`config.mk`:
```
export PLATFORM = sky130hd
export DESIGN_NAME = plt_cell
export DESIGN_NICKNAME = d
export VERILOG_FILES = /design/src/hdl/plt_pkg.sv /design/src/hdl/plt_cell.sv
export SDC_FILE = /design/constraint.sdc
export NUM_CORES = 1
export LEC_CHECK = 0
export BUFFER_PORTS_ARGS = -buffer_cell sky130_fd_sc_hd__clkbuf_2
export CELL_PAD_IN_SITES_DETAIL_PLACEMENT = 2
export CELL_PAD_IN_SITES_GLOBAL_PLACEMENT = 2
export CORE_UTILIZATION = 28
export DETAILED_ROUTE_END_ITERATION = 8
export HOLD_SLACK_MARGIN = 0.15
export MAX_ROUTING_LAYER = met4
export PLACE_DENSITY = 0.95
export RECOVER_POWER = 50
export SYNTH_ARGS = -nofsm -noshare
export SYNTH_HDL_FRONTEND = slang
export SYNTH_SLANG_ARGS = --single-unit
```
`constraint.sdc`:
```
create_clock -name clk -period 12.5 [get_ports clk]
set_clock_uncertainty 0.05 [all_clocks]
set_input_delay 0.625 -clock clk [delete_from_list [all_inputs] [get_ports clk]]
set_output_delay 0.625 -clock clk [all_outputs]
set_load 0.01 [all_outputs]
```
`src/hdl/plt_pkg.sv`:
```
`default_nettype none

package plt_pkg;

  // list geometry
  localparam int CAPACITY      = 64;
  localparam int ELEMENT_WIDTH = 32;
  localparam int IDX_W         = $clog2(CAPACITY);
  localparam int CNT_W         = $clog2(CAPACITY + 1);

  // word field widths
  localparam int MODE_W   = 3;
  localparam int POS_W    = 7;
  localparam int STATUS_W = 2;

  // operation codes
  localparam logic [MODE_W-1:0] M_GET   = 3'd0;
  localparam logic [MODE_W-1:0] M_SET   = 3'd1;
  localparam logic [MODE_W-1:0] M_INS   = 3'd2;
  localparam logic [MODE_W-1:0] M_ERASE = 3'd3;
  localparam logic [MODE_W-1:0] M_PUSH  = 3'd4;
  localparam logic [MODE_W-1:0] M_POP   = 3'd5;
  localparam logic [MODE_W-1:0] M_FIND  = 3'd6;
  localparam logic [MODE_W-1:0] M_CLEAR = 3'd7;

  // status codes
  localparam logic [STATUS_W-1:0] ST_OK      = 2'd0;
  localparam logic [STATUS_W-1:0] ST_BAD_POS = 2'd1;
  localparam logic [STATUS_W-1:0] ST_EMPTY   = 2'd2;
  localparam logic [STATUS_W-1:0] ST_FULL    = 2'd3;

  // cell update codes
  localparam logic [1:0] CELL_HOLD       = 2'd0;
  localparam logic [1:0] CELL_WRITE      = 2'd1;
  localparam logic [1:0] CELL_SHIFT_UP   = 2'd2;
  localparam logic [1:0] CELL_SHIFT_DOWN = 2'd3;

  // broadcast from the controller to every cell
  typedef struct packed {
    logic                     capture;
    logic [1:0]               op;
    logic [POS_W-1:0]         pos;
    logic [POS_W-1:0]         rd_pos;
    logic [CNT_W-1:0]         count;
    logic [ELEMENT_WIDTH-1:0] elem;
  } cell_cmd_t;

endpackage

`default_nettype wire

```
`src/hdl/plt_cell.sv`:
```
`default_nettype none

module plt_cell (
  input  wire logic                                clk,
  input  wire logic [plt_pkg::IDX_W-1:0]           index,
  input  wire plt_pkg::cell_cmd_t                  cmd,
  input  wire logic [plt_pkg::ELEMENT_WIDTH-1:0]   prev_data,
  input  wire logic [plt_pkg::ELEMENT_WIDTH-1:0]   next_data,
  output logic      [plt_pkg::ELEMENT_WIDTH-1:0]   data,
  output logic      [plt_pkg::ELEMENT_WIDTH-1:0]   rd_word,
  output logic                                     match
);

  logic [plt_pkg::POS_W-1:0] my_pos;
  logic [plt_pkg::CNT_W-1:0] my_cnt;

  assign my_pos = plt_pkg::POS_W'(index);
  assign my_cnt = plt_pkg::CNT_W'(index);

  // read and compare see the contents before this word's update
  always_ff @(posedge clk) begin
    if (cmd.capture) begin
      rd_word <= (my_pos == cmd.rd_pos) ? data : '0;
      match   <= (my_cnt < cmd.count) && (data == cmd.elem);
    end
  end

  always_ff @(posedge clk) begin
    case (cmd.op)
      plt_pkg::CELL_WRITE: begin
        if (my_pos == cmd.pos) data <= cmd.elem;
      end
      plt_pkg::CELL_SHIFT_UP: begin
        if (my_pos == cmd.pos) data <= cmd.elem;
        else if (my_pos > cmd.pos) data <= prev_data;
      end
      plt_pkg::CELL_SHIFT_DOWN: begin
        if (my_pos >= cmd.pos) data <= next_data;
      end
      default: begin
      end
    endcase
  end

endmodule

`default_nettype wire

```
# Word level (Yosys, flattened, before mapping)
# Index checks and enable logic that the tools add are counted.
# op_classes
n_reduce_logical	3
order_cmp	3
n_eq_ne	9
mux	5
# ops
op	count
32-bit 2-to-1 mux	4
32-bit case mux with 3 select lines	1
32-bit == test	1
6-bit by 7-bit == test with 1-bit output	2
6-bit by 7-bit greater-or-equal comparator with 1-bit output	1
6-bit by 7-bit greater-than comparator with 1-bit output	1
6-bit by 7-bit less-than comparator with 1-bit output	1
2-bit == test, second input constant	2
2-bit inequality test, second input constant	2
4-bit AND reduction	1
3-bit inequality test, second input constant	1
3-bit nonzero test	1
2-bit by 1-bit == test with 1-bit output, second input constant	1
1-bit logical AND	1
# totals
input_bits	127
register_bits	65
wordCells	23

# Depth between registers and ports, before layout
# logic_depth
word_depth	4
depth_mapped	9

# Least setup slack after synthesis
# OpenSTA, ideal clock, no wires.
# synth_path
path_kind	in2reg
startpoint	input cmd[50] in the netlist's numbering
endpoint	register data[0] in the netlist's numbering (enable)
path_stages	7
slack_ns	7.991
t_arrival_ns	3.994
path_cell_list	inv_1 > ha_1 > nand4b_1 > or2_2 > clkbuf_1 > clkbuf_1 > o21ai_0
# synth_between
elab_chain_len	3
elab_cells_between_ends	7
cone_classes	2 x order compare; 4 x eq/ne; 1 x reduce/logical
# synth_lines
item	line	rtl
from (decl)	plt_cell.sv:6	input wire plt_pkg::cell_cmd_t cmd,
6-bit by 7-bit greater-than comparator with 1-bit output (tied with other cells)	plt_cell.sv:35	else if (my_pos > cmd.pos) data <= prev_data;
3-bit inequality test (no source line) / 2-bit inequality test (equally long branches)	--	
4-bit AND reduction (no source line) *	--	
to (signal assigned)	plt_cell.sv:34	if (my_pos == cmd.pos) data <= cmd.elem;
to (signal assigned)	plt_cell.sv:35	
to (signal assigned)	plt_cell.sv:38	if (my_pos >= cmd.pos) data <= next_data;
to (decl)	plt_cell.sv:9	output logic [plt_pkg::ELEMENT_WIDTH-1:0] data,
# Every way passes the cells marked *; elsewhere a longest branch is shown, timed or not.
# A chain may end at the register's enable or synchronous reset.

# Worst setup path after layout
# layout_path
startpoint	input index[5] in the netlist's numbering
endpoint	register data[7] in the netlist's numbering, data pin
# layout_between
elab_chain_len	3
# layout_lines
item	line	rtl
from (decl)	plt_cell.sv:5	input wire logic [plt_pkg::IDX_W-1:0] index,
6-bit by 7-bit == test with 1-bit output	plt_cell.sv:34	
32-bit 2-to-1 mux	plt_cell.sv:34	
32-bit case mux with 3 select lines	plt_cell.sv:29	case (cmd.op)
to (signal assigned)	plt_cell.sv:31	if (my_pos == cmd.pos) data <= cmd.elem;
to (signal assigned)	plt_cell.sv:34	
to (signal assigned)	plt_cell.sv:35	
# No other way between the ends.

==> out/metrics.csv <==
metric,value,unit
status,"complete, but fails checks",
failing checks,"max-capacitance violations, max-slew violations",
DR DRC count,0,
Seq cells post-synth,65,
Post-Layout Cell Count,674,
part of the power in combinational logic,15.9,%
total CTS buffers,9,
post-synth net total,450,
CTS tree,yes,
TNS Setup,0,ps
synthesis-to-layout area growth,37.3,%
share of the synthesized area in the top cell type,54.5,%
drt pass-1 iters,4,
maximum VDD drop,0.0000686,V
Antenna Violating Nets Remaining,0,
f_max,0.309,GHz
Relative slew margins,-34.1,%
global-route wire length before repair,20900,um
Routed WL per cell,21.2,um
# resized after CTS,0,
Tmin final,3230,ps
share of layout cells above drive strength 1,33.8,%
CTS Hold Bufs,0,
placed cells,656,
critical path data required time,12600,ps
clk sinks,65,
Clock Pin Slew Worst Setup and Hold Paths,60,ps
clock power share,40.5,%
vias in the first global route,3898,
final setup vio count,0,
Psw,0.159,mW
CTS root buffer,clkbuf_16,
PortBufs,191,
nets,637,
LEAKAGE,2.05,nW
Synth area leaders,"edfxtp_1 55%, o22ai_1 11%, xor2_1 8.1%",
CTS H-tree depth,3,
Setup WS pre-CTS,8900,ps
vias per cell,5.07,
setup ws final,9270,ps
WHS,561,ps
worst setup path class,input pin to flop,
Synth area leader,edfxtp_1,
Iter 0 DRT Violations,116,
die width,115,um
HP Class,flop to flop,
drt total wl,14300,um
Seq pwr share,43.6,%
Initial Utilization,29.3,%
Syn Area/Cell,11.5,um^2
Mapped Area,0.00358,mm^2
DP HPWL,11100,um
CP Max Fanout,35,
YS warnings,0,
largest net degree at the start of global routing,36,
Slew @ Worst Pin,2010,ps
die area,0.0132,mm^2
Tcrit/Tclk final,25.9,%
power density cells,123,mW/mm^2
core area,0.0122,mm^2
arrival time of the worst setup path,3340,ps
CP Capture Type,flop,
sw frac,26.3,%
Rows,40,
max-slew violations,34,
grt ovf,0,
clock latency on the worst-skew pair,330,ps
Total Routing Usage GR,22.4,%
"Distinct cells, synth",31,
initial antenna violation count,3,
post-synthesis sequential area ratio,54.5,%
Internal,0.446,mW
IO Count,192,
Mapped Cells,312,
via count,3419,
maxcap violations,1,
Post-CTS Setup Inserts,0,
RSZ-0062 raised after global routing,false,
GPL Wtd Cong,0.774,
die height,115,um
worst-case clock buffer depth,2,
Hold Fails Final Rpt,0,
Worst Setup Start Kind,input pin,
worst max-delay path, cell delays in order:
cell,delay [ps]
clkbuf_2,120
ha_1,310
nand4b_1,130
or2_2,320
buf_4,270
nand2_1,1000
o22ai_1,270
a21oi_1,260
power groups by stage:
stage	clock (mW)	sequential [mW]	combinational, mW
3_5_place_dp	0	0.268	0.101
5_1_grt	0.259	0.265	0.105
4_1_cts	0.250	0.264	0.101
6_report	0.245	0.264	0.0965
3_3_place_gp	0	0.267	0.0932
2_1_floorplan	0	0.272	0.0388
synthesized netlist by cell type:
library cell	number
xnor2_1	2
nand3_1	1
xor2_1	33
a21oi_1	36
ha_1	11
or2_2	1
inv_1	17
nand4b_1	1
buf_1	1
nor3_1	2
o22ai_1	65
nand2b_1	1
or4_4	1
nand4_1	3
o21ai_0	4
a21o_1	2
o2bb2ai_1	1
and2_1	11
nand2_1	2
nor4_4	1
clkbuf_2	3
buf_4	3
nor3b_1	1
a211oi_1	1
edfxtp_1	65
and2_2	21
o2111ai_1	1
nor2b_1	1
clkbuf_1	13
a221oi_1	1
nor4_1	6
stage by stage:
stage	utilization, %	power [mW]	cell area [um^2]
global placement	38.5	0.360	4700
detailed placement	38.5	0.369	4700
CTS	40.9	0.615	4990
floorplan	-	0.311	3580
global route	40.2	0.630	4910
finish	40.2	0.605	4910
cells by family after synthesis:
| kind of cell | count (synthesis) | synth area share, % |
|---|---|---|
| AO/OA/AOI/OAI | 111 | 18.3 |
| flip-flops | 65 | 54.5 |
| AND/OR/NAND/NOR | 53 | 10.4 |
| buffers and inverters | 37 | 4.30 |
| XOR/XNOR | 35 | 8.57 |
| adder cells (fa/ha/maj) | 11 | 3.85 |
layer usage:
layer / global-route usage, % / up-vias / wire length, um
met5: - / - / 0
met4: 8.57 / 0 / 326
met3: 5.01 / 24 / 802
met2: 43.3 / 134 / 7980
met1: 21.3 / 1679 / 5200
li1: - / 1582 / -
state kept, by name, indices dropped and copies added, names as in the netlist:
name     cells
match        1
rd_word     32
data        32
cell usage in the layout, fill, tap and decap left out, types with 3 or more instances in the layout:
master,n
clkbuf_16,9
nand4_1,3
nor4_1,6
clkbuf_1,65
and2_2,21
diode_2,3
edfxtp_1,65
xor2_1,33
o22ai_1,65
a21oi_1,36
clkbuf_2,126
and2_1,11
buf_4,5
inv_1,17
o21ai_0,3
ha_1,11
final timing paths:
check | slack (ps) | end | from | depth (start not counted)
worst min register to register | 560 | rd_word[3]$_SDFFCE_PP0P_ | data[3]$_DFFE_PP_ | 1
worst max register to register | 10630 | match$_DFFE_PP_ | data[13]$_DFFE_PP_ | 4
worst max-delay path | 9270 | data[7]$_DFFE_PP_ | index[5] | 8
worst min-delay path | 560 | rd_word[3]$_SDFFCE_PP0P_ | data[3]$_DFFE_PP_ | 1
layout make-up:
cell class	instances	area [um^2]
fillers	1404	7300
flip-flops and latches	65	1950
multi-input cells	210	1480
repair buffers	196	912
clock buffers	9	225
well taps	168	210
inverters	17	63.8
clock inverters	6	60.1
diodes	3	7.51
Power figures use the tool's default switching activity.
